**src/design/lte_pkg.sv**
```systemverilog
// Shared types and constants of the lease table with expiry.
`default_nettype none
package lte_pkg;

  localparam int KIND_W    = 3;
  localparam int CLIENT_W  = 16;
  localparam int RES_W     = 4;
  localparam int NOW_W     = 40;
  localparam int TTL_W     = 32;
  localparam int DL_W      = NOW_W + 1;
  localparam int CNT_W     = 5;
  localparam int CFG_IDX_W = 1;

  localparam logic [TTL_W-1:0] MIN_TTL_RST = TTL_W'(1000);
  localparam logic [TTL_W-1:0] MAX_TTL_RST = TTL_W'(30000);

  typedef enum logic [CFG_IDX_W-1:0] {
    CFG_MIN_TTL = 1'b0,
    CFG_MAX_TTL = 1'b1
  } cfg_reg_t;

  typedef enum logic [KIND_W-1:0] {
    KIND_ACQUIRE = 3'd0,
    KIND_RENEW   = 3'd1,
    KIND_RELEASE = 3'd2,
    KIND_OWNS    = 3'd3,
    KIND_CURRENT = 3'd4,
    KIND_SWEEP   = 3'd5
  } kind_t;

  typedef enum logic {
    ALU_ADD = 1'b0,
    ALU_SUB = 1'b1
  } alu_op_t;

  typedef enum logic [3:0] {
    S_IDLE,
    S_SWEEP,
    S_LOOK,
    S_EVAL,
    S_CLAMP_HI,
    S_CLAMP_LO,
    S_ADD,
    S_REMAIN,
    S_DONE
  } state_t;

endpackage
`default_nettype wire

```
**src/design/lte_ifs.sv**
```systemverilog
// Request and result channel interfaces of the lease table.
`default_nettype none
interface lte_in_if;
  import lte_pkg::*;
  logic                valid;
  logic                ready;
  logic [KIND_W-1:0]   kind;
  logic [CLIENT_W-1:0] client;
  logic [RES_W-1:0]    resource;
  logic [NOW_W-1:0]    now_ms;
  logic [TTL_W-1:0]    ttl_ms;

  modport source (output valid, kind, client, resource, now_ms, ttl_ms, input ready);
  modport sink   (input valid, kind, client, resource, now_ms, ttl_ms, output ready);
endinterface

interface lte_out_if;
  import lte_pkg::*;
  logic                valid;
  logic                ready;
  logic                ok;
  logic [CLIENT_W-1:0] holder;
  logic [TTL_W-1:0]    remaining_ms;
  logic [CNT_W-1:0]    cleared;

  modport source (output valid, ok, holder, remaining_ms, cleared, input ready);
  modport sink   (input valid, ok, holder, remaining_ms, cleared, output ready);
endinterface
`default_nettype wire

```
**src/design/lte_alu.sv**
```systemverilog
// Shared add/subtract unit used for expiry compares, TTL clamping, deadlines and remaining time.
`default_nettype none
module lte_alu (
  input  logic [lte_pkg::DL_W-1:0] a,
  input  logic [lte_pkg::DL_W-1:0] b,
  input  lte_pkg::alu_op_t         op,
  output logic [lte_pkg::DL_W:0]   res
);
  import lte_pkg::*;

  // The top bit is the carry for an add and the borrow (a < b) for a subtract.
  always_comb begin
    unique case (op)
      ALU_ADD: res = {1'b0, a} + {1'b0, b};
      ALU_SUB: res = {1'b0, a} - {1'b0, b};
      default: res = '0;
    endcase
  end
endmodule
`default_nettype wire

```
**src/design/lease_table_with_expiry.sv**
```systemverilog
// Top level of the lease table with expiry: sequencer, lease store and result register.
`default_nettype none
// The block holds one exclusive lease per resource (held bit, owner, deadline) and
// answers one result for every request. Acquire, renew, owns, current and sweep
// first walk every entry of the table and drop leases whose deadline is at or
// before now_ms; this walk reads one entry per cycle from the owner/deadline
// memory. After the walk a sweep goes straight to the result; owns looks up and
// evaluates its entry, current adds the remaining-time step, and acquire or renew
// add the max and min TTL clamps and the deadline add. Release skips the walk and
// only looks up and evaluates its entry, and a request of an unknown kind goes
// straight to the result. The sequencer is back in idle at the edge that loads
// the result, so the next request is accepted only after that edge; a full
// result register that the consumer does not take holds the sequencer in its
// last state. The single read port of the memory and the single shared
// add/subtract unit make these steps run one after another. A new request is taken
// once the sequencer is back in idle, even while the previous result is still
// waiting on the result channel. Configuration writes are meant only while no
// request is in flight; the TTL bounds are applied as max first, then min.
module lease_table_with_expiry #(
  parameter int RESOURCES = 16
) (
  input  logic                           clk,
  input  logic                           rst_n,
  lte_in_if.sink                         in_ch,
  lte_out_if.source                      out_ch,
  input  logic                           cfg_we,
  input  logic [lte_pkg::CFG_IDX_W-1:0]  cfg_index,
  input  logic [lte_pkg::TTL_W-1:0]      cfg_wdata
);
  import lte_pkg::*;

  localparam int IW = (RESOURCES > 1) ? $clog2(RESOURCES) : 1;
  localparam int CW = $clog2(RESOURCES + 1);

  // Configuration registers.
  logic [TTL_W-1:0] min_ttl_r;
  logic [TTL_W-1:0] max_ttl_r;

  // Latched request.
  logic [KIND_W-1:0]   req_kind_r;
  logic [CLIENT_W-1:0] req_client_r;
  logic [RES_W-1:0]    req_res_r;
  logic [NOW_W-1:0]    req_now_r;
  logic [TTL_W-1:0]    req_ttl_r;

  // Sequencer.
  state_t state_r, state_nxt;
  logic [CW-1:0] widx_r;
  logic          pv_r;
  logic [IW-1:0] pj_r;
  logic [CNT_W-1:0] cnt_r;
  logic [TTL_W-1:0] t_r;
  logic             ok_r;
  logic [CLIENT_W-1:0] holder_r;
  logic [TTL_W-1:0]    rem_r;

  // Lease store: held bits in flops, owner and deadline in a memory.
  logic [RESOURCES-1:0] held_r;
  logic [CLIENT_W-1:0]  owner_mem [RESOURCES];
  logic [DL_W-1:0]      dl_mem [RESOURCES];
  logic [CLIENT_W-1:0]  owner_q_r;
  logic [DL_W-1:0]      dl_q_r;
  logic                 mem_re;
  logic [IW-1:0]        mem_raddr;
  logic                 mem_we;

  // Result register.
  logic                out_valid_r;
  logic                out_ok_r;
  logic [CLIENT_W-1:0] out_holder_r;
  logic [TTL_W-1:0]    out_rem_r;
  logic [CNT_W-1:0]    out_cleared_r;

  // Shared arithmetic unit.
  logic [DL_W-1:0] alu_a, alu_b;
  alu_op_t         alu_op;
  logic [DL_W:0]   alu_res;
  logic            alu_borrow;

  logic          in_acc;
  logic          out_load;
  logic          res_ok;
  logic [IW-1:0] idx;
  logic          held_sel;
  logic          match;

  assign in_acc     = in_ch.valid && in_ch.ready;
  assign in_ch.ready = (state_r == S_IDLE);
  assign out_load   = (state_r == S_DONE) && (!out_valid_r || out_ch.ready);
  assign alu_borrow = alu_res[DL_W];

  // An index at or above RESOURCES addresses nothing and fails all but a sweep.
  assign res_ok   = (int'(req_res_r) < RESOURCES);
  assign idx      = IW'(req_res_r);
  assign held_sel = res_ok ? held_r[idx] : 1'b0;
  assign match    = held_sel && (owner_q_r == req_client_r);

  lte_alu u_alu (
    .a   (alu_a),
    .b   (alu_b),
    .op  (alu_op),
    .res (alu_res)
  );

  // Operand selection for the shared unit, one use per sequencer state.
  always_comb begin
    alu_a  = '0;
    alu_b  = '0;
    alu_op = ALU_SUB;
    unique case (state_r)
      S_SWEEP: begin
        // now - deadline: no borrow means the lease has run out.
        alu_a = {1'b0, req_now_r};
        alu_b = dl_q_r;
      end
      S_CLAMP_HI: begin
        alu_a = DL_W'(max_ttl_r);
        alu_b = DL_W'(req_ttl_r);
      end
      S_CLAMP_LO: begin
        alu_a = DL_W'(t_r);
        alu_b = DL_W'(min_ttl_r);
      end
      S_ADD: begin
        alu_a  = {1'b0, req_now_r};
        alu_b  = DL_W'(t_r);
        alu_op = ALU_ADD;
      end
      S_REMAIN: begin
        alu_a = dl_q_r;
        alu_b = {1'b0, req_now_r};
      end
      default: begin
        alu_op = ALU_SUB;
      end
    endcase
  end

  // Next state.
  always_comb begin
    state_nxt = state_r;
    unique case (state_r)
      S_IDLE: begin
        if (in_acc) begin
          case (in_ch.kind) inside
            KIND_ACQUIRE, KIND_RENEW, KIND_OWNS, KIND_CURRENT, KIND_SWEEP:
              state_nxt = S_SWEEP;
            KIND_RELEASE: state_nxt = S_LOOK;
            default:      state_nxt = S_DONE;
          endcase
        end
      end
      S_SWEEP: begin
        if (widx_r == CW'(RESOURCES)) begin
          state_nxt = (req_kind_r == KIND_SWEEP) ? S_DONE : S_LOOK;
        end
      end
      S_LOOK: state_nxt = S_EVAL;
      S_EVAL: begin
        case (req_kind_r) inside
          KIND_ACQUIRE, KIND_RENEW: state_nxt = S_CLAMP_HI;
          KIND_CURRENT:             state_nxt = S_REMAIN;
          default:                  state_nxt = S_DONE;
        endcase
      end
      S_CLAMP_HI: state_nxt = S_CLAMP_LO;
      S_CLAMP_LO: state_nxt = S_ADD;
      S_ADD:      state_nxt = S_DONE;
      S_REMAIN:   state_nxt = S_DONE;
      S_DONE: begin
        if (out_load) begin
          state_nxt = S_IDLE;
        end
      end
      default: state_nxt = S_IDLE;
    endcase
  end

  always_ff @(posedge clk) begin
    if (!rst_n) begin
      state_r <= S_IDLE;
    end else begin
      state_r <= state_nxt;
    end
  end

  // Configuration port.
  always_ff @(posedge clk) begin
    if (!rst_n) begin
      min_ttl_r <= MIN_TTL_RST;
      max_ttl_r <= MAX_TTL_RST;
    end else if (cfg_we) begin
      unique case (cfg_index)
        CFG_MIN_TTL: min_ttl_r <= cfg_wdata;
        CFG_MAX_TTL: max_ttl_r <= cfg_wdata;
        default: ;
      endcase
    end
  end

  // Memory access: the walk reads each entry in turn, and a request that looks up its
  // resource reads the addressed entry once. A granted acquire or renew writes owner and deadline together.
  assign mem_re    = ((state_r == S_SWEEP) && (widx_r < CW'(RESOURCES))) ||
                     (state_r == S_LOOK);
  assign mem_raddr = (state_r == S_SWEEP) ? IW'(widx_r) : idx;
  assign mem_we    = (state_r == S_ADD) && ok_r;

  always_ff @(posedge clk) begin
    if (mem_we) begin
      owner_mem[idx] <= req_client_r;
      dl_mem[idx]    <= alu_res[DL_W-1:0];
    end
    if (mem_re) begin
      owner_q_r <= owner_mem[mem_raddr];
      dl_q_r    <= dl_mem[mem_raddr];
    end
  end

  // Held bits: set by a granted acquire or renew; cleared by reset, by the expiry walk and by release.
  always_ff @(posedge clk) begin
    if (!rst_n) begin
      held_r <= '0;
    end else begin
      if ((state_r == S_SWEEP) && pv_r && held_r[pj_r] && !alu_borrow) begin
        held_r[pj_r] <= 1'b0;
      end
      if ((state_r == S_EVAL) && (req_kind_r == KIND_RELEASE) && match) begin
        held_r[idx] <= 1'b0;
      end
      if (mem_we) begin
        held_r[idx] <= 1'b1;
      end
    end
  end

  // Walk control: the read of entry j is issued in the cycle before its compare.
  always_ff @(posedge clk) begin
    if (!rst_n) begin
      widx_r <= '0;
      pv_r   <= 1'b0;
      cnt_r  <= '0;
    end else if (in_acc) begin
      widx_r <= '0;
      pv_r   <= 1'b0;
      cnt_r  <= '0;
    end else if (state_r == S_SWEEP) begin
      pv_r <= (widx_r < CW'(RESOURCES));
      pj_r <= IW'(widx_r);
      if (widx_r < CW'(RESOURCES)) begin
        widx_r <= widx_r + CW'(1);
      end
      if (pv_r && held_r[pj_r] && !alu_borrow && (cnt_r != '1)) begin
        cnt_r <= cnt_r + CNT_W'(1);
      end
    end
  end

  // Request latch and per-request results.
  always_ff @(posedge clk) begin
    if (in_acc) begin
      req_kind_r   <= in_ch.kind;
      req_client_r <= in_ch.client;
      req_res_r    <= in_ch.resource;
      req_now_r    <= in_ch.now_ms;
      req_ttl_r    <= in_ch.ttl_ms;
      ok_r         <= 1'b0;
      holder_r     <= '0;
      rem_r        <= '0;
    end else begin
      unique case (state_r)
        S_SWEEP: begin
          if (req_kind_r == KIND_SWEEP) begin
            ok_r <= 1'b1;
          end
        end
        S_EVAL: begin
          case (req_kind_r)
            KIND_ACQUIRE: ok_r <= res_ok && (!held_sel || (owner_q_r == req_client_r));
            KIND_CURRENT: ok_r <= held_sel;
            default:      ok_r <= match;
          endcase
        end
        S_CLAMP_HI: t_r <= alu_borrow ? max_ttl_r : req_ttl_r;
        S_CLAMP_LO: begin
          if (alu_borrow) begin
            t_r <= min_ttl_r;
          end
        end
        S_REMAIN: begin
          if (ok_r) begin
            holder_r <= owner_q_r;
            rem_r    <= (|alu_res[DL_W-1:TTL_W]) ? '1 : alu_res[TTL_W-1:0];
          end
        end
        default: ;
      endcase
    end
  end

  // Result register: holds a finished result until the consumer takes it.
  always_ff @(posedge clk) begin
    if (!rst_n) begin
      out_valid_r <= 1'b0;
    end else if (out_load) begin
      out_valid_r <= 1'b1;
    end else if (out_ch.ready) begin
      out_valid_r <= 1'b0;
    end
  end

  always_ff @(posedge clk) begin
    if (out_load) begin
      out_ok_r      <= ok_r;
      out_holder_r  <= holder_r;
      out_rem_r     <= rem_r;
      out_cleared_r <= (req_kind_r == KIND_SWEEP) ? cnt_r : '0;
    end
  end

  assign out_ch.valid        = out_valid_r;
  assign out_ch.ok           = out_ok_r;
  assign out_ch.holder       = out_holder_r;
  assign out_ch.remaining_ms = out_rem_r;
  assign out_ch.cleared      = out_cleared_r;

endmodule
`default_nettype wire

```
**src/flat_wrapper.sv**
```systemverilog
// flat-port wrapper written by rule: the top's interface ports become plain ports
module lease_table_with_expiry_flat import lte_pkg::*;
#(
  parameter int RESOURCES = 16
)
  (clk, rst_n, cfg_we, cfg_index, cfg_wdata, in_ch_valid, in_ch_kind, in_ch_client, in_ch_resource, in_ch_now_ms, in_ch_ttl_ms, in_ch_ready, out_ch_valid, out_ch_ok, out_ch_holder, out_ch_remaining_ms, out_ch_cleared, out_ch_ready);
  lte_in_if in_ch_i ();
  lte_out_if out_ch_i ();
  input  logic clk;
  input  logic rst_n;
  input  logic cfg_we;
  input  logic [lte_pkg::CFG_IDX_W-1:0] cfg_index;
  input  logic [lte_pkg::TTL_W-1:0] cfg_wdata;
  input wire logic [$bits(in_ch_i.valid)-1:0] in_ch_valid;
  input wire logic [$bits(in_ch_i.kind)-1:0] in_ch_kind;
  input wire logic [$bits(in_ch_i.client)-1:0] in_ch_client;
  input wire logic [$bits(in_ch_i.resource)-1:0] in_ch_resource;
  input wire logic [$bits(in_ch_i.now_ms)-1:0] in_ch_now_ms;
  input wire logic [$bits(in_ch_i.ttl_ms)-1:0] in_ch_ttl_ms;
  output wire logic [$bits(in_ch_i.ready)-1:0] in_ch_ready;
  output wire logic [$bits(out_ch_i.valid)-1:0] out_ch_valid;
  output wire logic [$bits(out_ch_i.ok)-1:0] out_ch_ok;
  output wire logic [$bits(out_ch_i.holder)-1:0] out_ch_holder;
  output wire logic [$bits(out_ch_i.remaining_ms)-1:0] out_ch_remaining_ms;
  output wire logic [$bits(out_ch_i.cleared)-1:0] out_ch_cleared;
  input wire logic [$bits(out_ch_i.ready)-1:0] out_ch_ready;
  assign in_ch_i.valid = in_ch_valid;
  assign in_ch_i.kind = in_ch_kind;
  assign in_ch_i.client = in_ch_client;
  assign in_ch_i.resource = in_ch_resource;
  assign in_ch_i.now_ms = in_ch_now_ms;
  assign in_ch_i.ttl_ms = in_ch_ttl_ms;
  assign in_ch_ready = in_ch_i.ready;
  assign out_ch_valid = out_ch_i.valid;
  assign out_ch_ok = out_ch_i.ok;
  assign out_ch_holder = out_ch_i.holder;
  assign out_ch_remaining_ms = out_ch_i.remaining_ms;
  assign out_ch_cleared = out_ch_i.cleared;
  assign out_ch_i.ready = out_ch_ready;
  lease_table_with_expiry #(.RESOURCES(RESOURCES)) u_core (.clk(clk), .rst_n(rst_n), .in_ch(in_ch_i), .out_ch(out_ch_i), .cfg_we(cfg_we), .cfg_index(cfg_index), .cfg_wdata(cfg_wdata));
endmodule
```
**config.mk**
```make
export PLATFORM = sky130hd
export DESIGN_NAME = lease_table_with_expiry_flat
export DESIGN_NICKNAME = d
export VERILOG_FILES = /design/src/design/lte_pkg.sv /design/src/design/lte_ifs.sv /design/src/design/lte_alu.sv /design/src/design/lease_table_with_expiry.sv /design/src/flat_wrapper.sv
export SDC_FILE = /design/constraint.sdc
export NUM_CORES = 2
export LEC_CHECK = 0
export BUFFER_PORTS_ARGS = -buffer_cell sky130_fd_sc_hd__buf_2
export CAP_MARGIN = 20
export CORE_MARGIN = 2
export CORE_UTILIZATION = 60
export CTS_BUF_LIST = sky130_fd_sc_hd__clkbuf_4
export DETAILED_ROUTE_END_ITERATION = 10
export PLACE_DENSITY = 0.8
export RECOVER_POWER = 50
export SLEW_MARGIN = 0
export SYNTH_ARGS = -nofsm -noshare
export SYNTH_HDL_FRONTEND = slang
export SYNTH_SLANG_ARGS = --single-unit
```
**constraint.sdc**
```tcl
create_clock -name clk -period 8.9 [get_ports clk]
set_input_delay 0.89 -clock clk [delete_from_list [all_inputs] [get_ports clk]]
set_output_delay 0.89 -clock clk [all_outputs]
set_load 0.03 [all_outputs]
```
# Yosys cells after proc, flatten, opt, wreduce, memory -nomap -nowiden

Memory sizes are Yosys's and may differ from the RTL's. A register that Yosys moved wholly into a read port is not among the register bits.
Index checks and enable logic that the tools add are counted.

Divide/modulo/power cells: 0
Eq/ne operators: 25
Shift operators: 0
Bitwise gates (word level): 8
$lt $le $gt $ge: 5
Multiplexer cells: 38
Reduce and logical (&&, ||, !) cells: 42
Multipliers: 0
Add/subtract/negate cells: 4

Operators by type and width:

| cell                                                 | number |
|---|---|
| one-hot mux 41 bit (5 select lines)                  | 1 |
| one-hot mux 41 bit (4 select lines)                  | 1 |
| 2-to-1 mux 32 bit                                    | 3 |
| one-hot mux 42 bit (2 select lines)                  | 1 |
| 2-to-1 mux 16 bit                                    | 5 |
| one-hot mux 32 bit (2 select lines)                  | 1 |
| adder 41 x 41 -> 42 bit                              | 1 |
| subtractor 41 x 41 -> 42 bit                         | 1 |
| 2-to-1 mux 4 bit                                     | 9 |
| AND 16 bit                                           | 2 |
| inverter 16 bit                                      | 2 |
| one-hot mux 4 bit (8 select lines)                   | 1 |
| equality test 16 bit                                 | 1 |
| equality test 4 x 3 -> 1 bit (second input constant) | 4 |
| OR 16 bit                                            | 1 |
| logical AND 1 bit                                    | 15 |
| equality test 3 bit (second input constant)          | 4 |
| AND reduction 2 bit                                  | 6 |
| adder 5 x 1 -> 5 bit (second input constant)         | 2 |
| < comparator 4 x 5 -> 1 bit (second input constant)  | 2 |
| 2-to-1 mux 1 bit                                     | 10 |
| equality test 3 x 2 -> 1 bit (second input constant) | 3 |
| AND reduction 3 bit                                  | 3 |
| OR reduction 9 bit                                   | 1 |
| other kinds (21)                                     | 42 |

Flip-flop bits (word level): 330
Memories: 2
Latch bits: 0
Bits in read-only memories: 0
Logic and storage cells: 146
Memory bits (writable): 912

Memories:

| memory           | depth | width | rd ports | clocked after memory_dff | write ports | RTL line                      | source |
|---|---|---|---|---|---|---|---|
| u_core.dl_mem    | 16    | 41    | 1        | 1                        | 1           | lease_table_with_expiry.sv:60 | `logic [DL_W-1:0] dl_mem [RESOURCES];` |
| u_core.owner_mem | 16    | 16    | 1        | 1                        | 1           | lease_table_with_expiry.sv:59 | `logic [CLIENT_W-1:0] owner_mem [RESOURCES];` |

# Longest topological paths before layout

Depth after elaboration: 14
Mapped depth: 26
Mapped depth without buffers: 21

# By module

From an unflattened synthesis, not the netlist that was laid out.

Cells, all modules: 3,885
Area total of the unflattened synthesis: 53,714.0 um^2

Modules (own cells, without submodules):

| module                  | times used | area each (um^2) | cells each |
|---|---|---|---|
| lease_table_with_expiry | 1          | 50,469.7         | 3,392 |
| lte_alu                 | 1          | 3,244.4          | 493 |

# Worst setup path after synthesis

Ideal clock, no wire load.

Path type: reg-to-reg
Start point: register u_core.state_r[1]
End point: memory u_core.dl_mem[1][0] (netlist name) (enable)
Stages on the path, launching flop included: 8
Clock period less this slack: 6,524 ps
Path buffers: 3
Required time: 8,358 ps
Library setup time: 542 ps
Arrival time: 5,982 ps
Setup slack: 2,376 ps
Cell sequence: dfxtp_1 clkbuf_1 clkbuf_1 nand2_1 nor3_1 clkbuf_1 nand4b_1 nor3_1

Longest elaborated chain between the ends: 4

Ends and longest elaborated chain:

| what                                   | RTL line                       | source |
|---|---|---|
| from (decl)                            | lease_table_with_expiry.sv:47  | `state_t state_r, state_nxt;` |
| from (signal assigned)                 | lease_table_with_expiry.sv:183 | `state_r <= state_nxt;` |
| equality test 4 x 3 -> 1 bit           | lease_table_with_expiry.sv:206 | `assign mem_we = (state_r == S_ADD) && ok_r;` |
| logical AND 1 bit                      | lease_table_with_expiry.sv:206 |  |
| 2-to-1 mux 1 bit                       | lease_table_with_expiry.sv:209 | `if (mem_we) begin` |
| 2-to-1 mux 1 bit (implied by the code) | lease_table_with_expiry.sv:211 | `dl_mem[idx] <= alu_res[DL_W-1:0];` |
| to (decl)                              | lease_table_with_expiry.sv:60  |  |

Every way passes these cells.

# Final worst setup path

Start point: register u_core.state_r[0]
End point: memory u_core.dl_mem[1][28] (netlist name) (enable)

The elaborated chain is that of the path after synthesis.

==> run summary <==
YS warnings -> 0
Critical Path Fanout Max -> 40
gr usage total -> 0.3171
DRT Pass-1 Iters -> 9
Die H -> 305.6 microns
antenna-violating nets left -> 0
first-pass GRT wire length -> 219200 microns
crit share post-route -> 0.9027
Total Neg Setup Slack -> 0 ns
flop and latch count out of synthesis -> 1299
pre-CTS setup slack -> 1.577 ns
kind of end point of the critical path -> flop
Vias/cell -> 6.526
post-synth cell types -> 87
DRC -> 0
largest net degree at the start of global routing -> 111
CP arrival -> 8.74 ns
post-layout worst setup margin -> 0.8660 ns
P per Cell Area -> 449.3 nW/um^2
Synth async-reset ratio -> 0
die area -> 93400 sq um
FMAX -> 0.1245 GHz
I/O Pins -> 189
most used cell, CP -> clkbuf_1
status -> finished with violations
top_reg_cell synth -> edfxtp_1
WL final -> 148300 microns
Skew-Pair Late Insertion Delay -> 1.24 ns
Post-Synthesis Net Count -> 3753
Starting DRT DRC Count -> 5332
vias -> 35670
GPL Wtd Cong -> 1.008
Final Cell Area -> 61870 sq um
Syn Inst Count -> 3573
input/output buffers -> 188
share of layout cells above drive strength 1 -> 0.2263
Worst slew margin -> -2.281
initial antenna violation count -> 4
postcts setup bufs -> 0
grt total ovfl -> 0
nets -> 4253
critical path buffer and inverter count -> 4
clk_skew -> 0.1064 ns
number of global-route vias before repair -> 35480
cell family with most CP delay -> buffers and inverters
path type of the worst setup path -> flop to flop
crit path time final -> 8.034 ns
fillers -> 5740
required time worst endpoint -> 9.61 ns
Starting Density -> 0.6055
post-DP HPWL -> 87270 microns
Placeable Area -> 90150 sq um
DP Area -> 56850 sq um
Longest Clk Path Bufs -> 4
CTS tree -> done
sequential area share after synthesis -> 0.6880
Worst Tran Pin Value -> 4.922 ns
# H-tree levels -> 5
max-cap violations -> 28
slowest cell on the critical path -> dlymetal6s4s_1
Die Width -> 305.6 microns
Final Hold Viols -> 0
CTS Buf Count -> 331
Critical Path Start Type -> flop
Post-Syn Area -> 54580 sq um
Post-synth EDFFs -> 1154
maximum VDD drop -> 0.0003844 V
delay of the slowest cell on the worst path -> 2.37 ns
Cell Rows -> 110
Setup violations, final -> 0
Reg clk slew, reported paths -> 0.07 ns
RSZ-0062 raised after global routing -> no
Routed wire per std cell -> 27.14 microns
clk root buf -> clkbuf_4
multi-input logic area -> 16000 sq um
FF+latch area -> 37560 sq um
leakage power -> 21.14 nW
synth-to-layout area growth -> 13.35%
fin. max-slew vios -> 934
clk sinks -> 1299
Hold Path Class -> primary input to flop
failing checks -> max-capacitance violations, max-slew violations
crit-path cells -> clkbuf_1 > nor3_2 > clkbuf_1 > nand4b_1 > nor3_1 > clkbuf_1 > dlymetal6s4s_1
syn_area_per_cell -> 15.28 sq um
## area by class of cell
| cell class | count | share of cell area |
|---|---|---|
| clock inverters | 61 | 0.005136 |
| diodes | 4 | 0.0001618 |
| inverters | 60 | 0.003660 |
| well taps | 1176 | 0.02378 |
| repair buffers | 385 | 0.04293 |
| clock buffers | 485 | 0.05884 |
| flip-flops and latches | 1299 | 0.6070 |
| multi-input cells | 1996 | 0.2585 |
## report_power, final
part / switching [mW] / leakage, nW / internal (mW)
registers: 0.474 / 11.6 / 10.5
clock network: 2.32 / 2.40 / 2.56
logic: 8.45 / 7.14 / 3.52
total: 11.2 / 21.1 / 16.6
## tightest hold or removal path: cells and delay by family
kind / cells / cell delay [ns]
compound gates: 1 / 0.09
buf+inv: 1 / 0.08
simple gates: 1 / 0.18
## synthesized netlist by cell type (7+ instances only)
cell | number | share of area
o211ai_1 | 12 | 0.0017
o31ai_1 | 9 | 0.0012
dfxtp_1 | 145 | 0.053
a31oi_1 | 100 | 0.011
clkbuf_1 | 149 | 0.010
nor2b_1 | 9 | 0.0010
o21ai_0 | 67 | 0.0061
mux2i_1 | 35 | 0.0064
inv_1 | 59 | 0.0041
edfxtp_1 | 1154 | 0.63
and2_1 | 74 | 0.0085
xnor2_1 | 50 | 0.0080
or2_2 | 7 | 0.00080
a21o_1 | 18 | 0.0025
and3_1 | 13 | 0.0015
buf_6 | 8 | 0.0017
ha_1 | 46 | 0.011
nor3_1 | 28 | 0.0026
o22ai_1 | 27 | 0.0031
a222oi_1 | 47 | 0.0086
nand2_1 | 447 | 0.031
xor2_1 | 40 | 0.0064
buf_2 | 37 | 0.0034
nand2b_1 | 14 | 0.0016
and4_1 | 7 | 0.0011
o21ai_1 | 37 | 0.0034
mux2_2 | 26 | 0.0054
a211oi_1 | 64 | 0.0088
mux4_2 | 238 | 0.098
a21oi_1 | 200 | 0.018
a22o_1 | 19 | 0.0030
nor4_1 | 20 | 0.0023
buf_1 | 22 | 0.0015
nand4_1 | 24 | 0.0028
nor2_1 | 126 | 0.0087
nand3_1 | 88 | 0.0081
## state kept, by name (all words and copies together) (netlist names), 16 cells and up
register,cells
u_core.req_client_r,16
u_core.owner_q_r,16
u_core.out_ch.remaining_ms,32
u_core.max_ttl_r,32
u_core.t_r,32
u_core.min_ttl_r,32
u_core.req_ttl_r,32
u_core.held_r,16
u_core.dl_q_r,41
u_core.dl_mem,656
u_core.rem_r,32
u_core.holder_r,16
u_core.owner_mem,256
u_core.req_now_r,40
u_core.out_ch.holder,16
## path summary, 6_finish.rpt
| kind | start | depth (start not counted) | to | slack, ns |
|---|---|---|---|---|
| setup / recovery | u_core.state_r[0]$_SDFFE_PN0P_ | 7 | u_core.dl_mem[1][28]$_DFFE_PP_ | 0.87 |
| hold / removal | out_ch_ready | 3 | u_core.out_ch.valid$_SDFFE_PN0P_ | 0.1 |
| setup reg to reg | u_core.state_r[0]$_SDFFE_PN0P_ | 7 | u_core.dl_mem[1][28]$_DFFE_PP_ | 0.87 |
| hold reg to reg | u_core.rem_r[5]$_SDFFE_PP0P_ | 0 | u_core.out_ch.remaining_ms[5]$_DFFE_PP_ | 0.42 |
## placed cells by master, fill, tap and decap left out, types with 26 or more instances in the layout
cell type / count
edfxtp_1: 1154
clkbuf_4: 485
nand2_1: 446
mux4_2: 238
a21oi_1: 200
dfxtp_1: 145
dlygate4sd3_1: 127
nor2_1: 126
buf_2: 102
a31oi_1: 100
clkbuf_1: 95
nand3_1: 88
and2_1: 70
o21ai_0: 67
a211oi_1: 64
inv_1: 59
xnor2_1: 50
buf_4: 49
a222oi_1: 47
ha_1: 46
clkinv_1: 44
xor2_1: 40
o21ai_1: 36
mux2i_1: 31
o22ai_1: 27
mux2_2: 26
nor3_1: 26
## logic make-up after synthesis
| kind of cell | synth area share |
|---|---|
| mux | 0.1107 |
| xor+xnor | 0.01444 |
| flops | 0.6880 |
| simple gates | 0.07743 |
| fa+ha+maj | 0.01091 |
| compound gates | 0.07736 |
| buf+inv | 0.02116 |
## per-stage QoR
stage | std cells | hold slack (ns) | utilization | power (mW)
global placement | 4783 | 0.4102 | 0.6306 | 22.32
detailed placement | 4783 | 0.4100 | 0.6306 | 22.59
CTS | 5456 | 0.02655 | 0.6886 | 27.47
global route | 5466 | 0.04668 | 0.6864 | 29.06
floorplan | 3573 | 0.4030 | - | 18.70
finish | 5466 | 0.09711 | 0.6864 | 27.80
## timing repair
item / in CTS / in global routing
hold endpoints to repair: 160 / 0
resized for setup: 0 / 0
hold buffers: 127 / 0
## routing by layer
| metal | GRT usage | part of all wire | vias up |
|---|---|---|---|
| met1 | 0.4350 | 0.37 | 17530 |
| met2 | 0.4984 | 0.47 | 2570 |
| met5 | 0 | 0.000088 | - |
| li1 | - | - | 15210 |
| met4 | 0.1266 | 0.033 | 2 |
| met3 | 0.07231 | 0.12 | 359 |
Note: power is estimated with default switching activity, not from simulation.
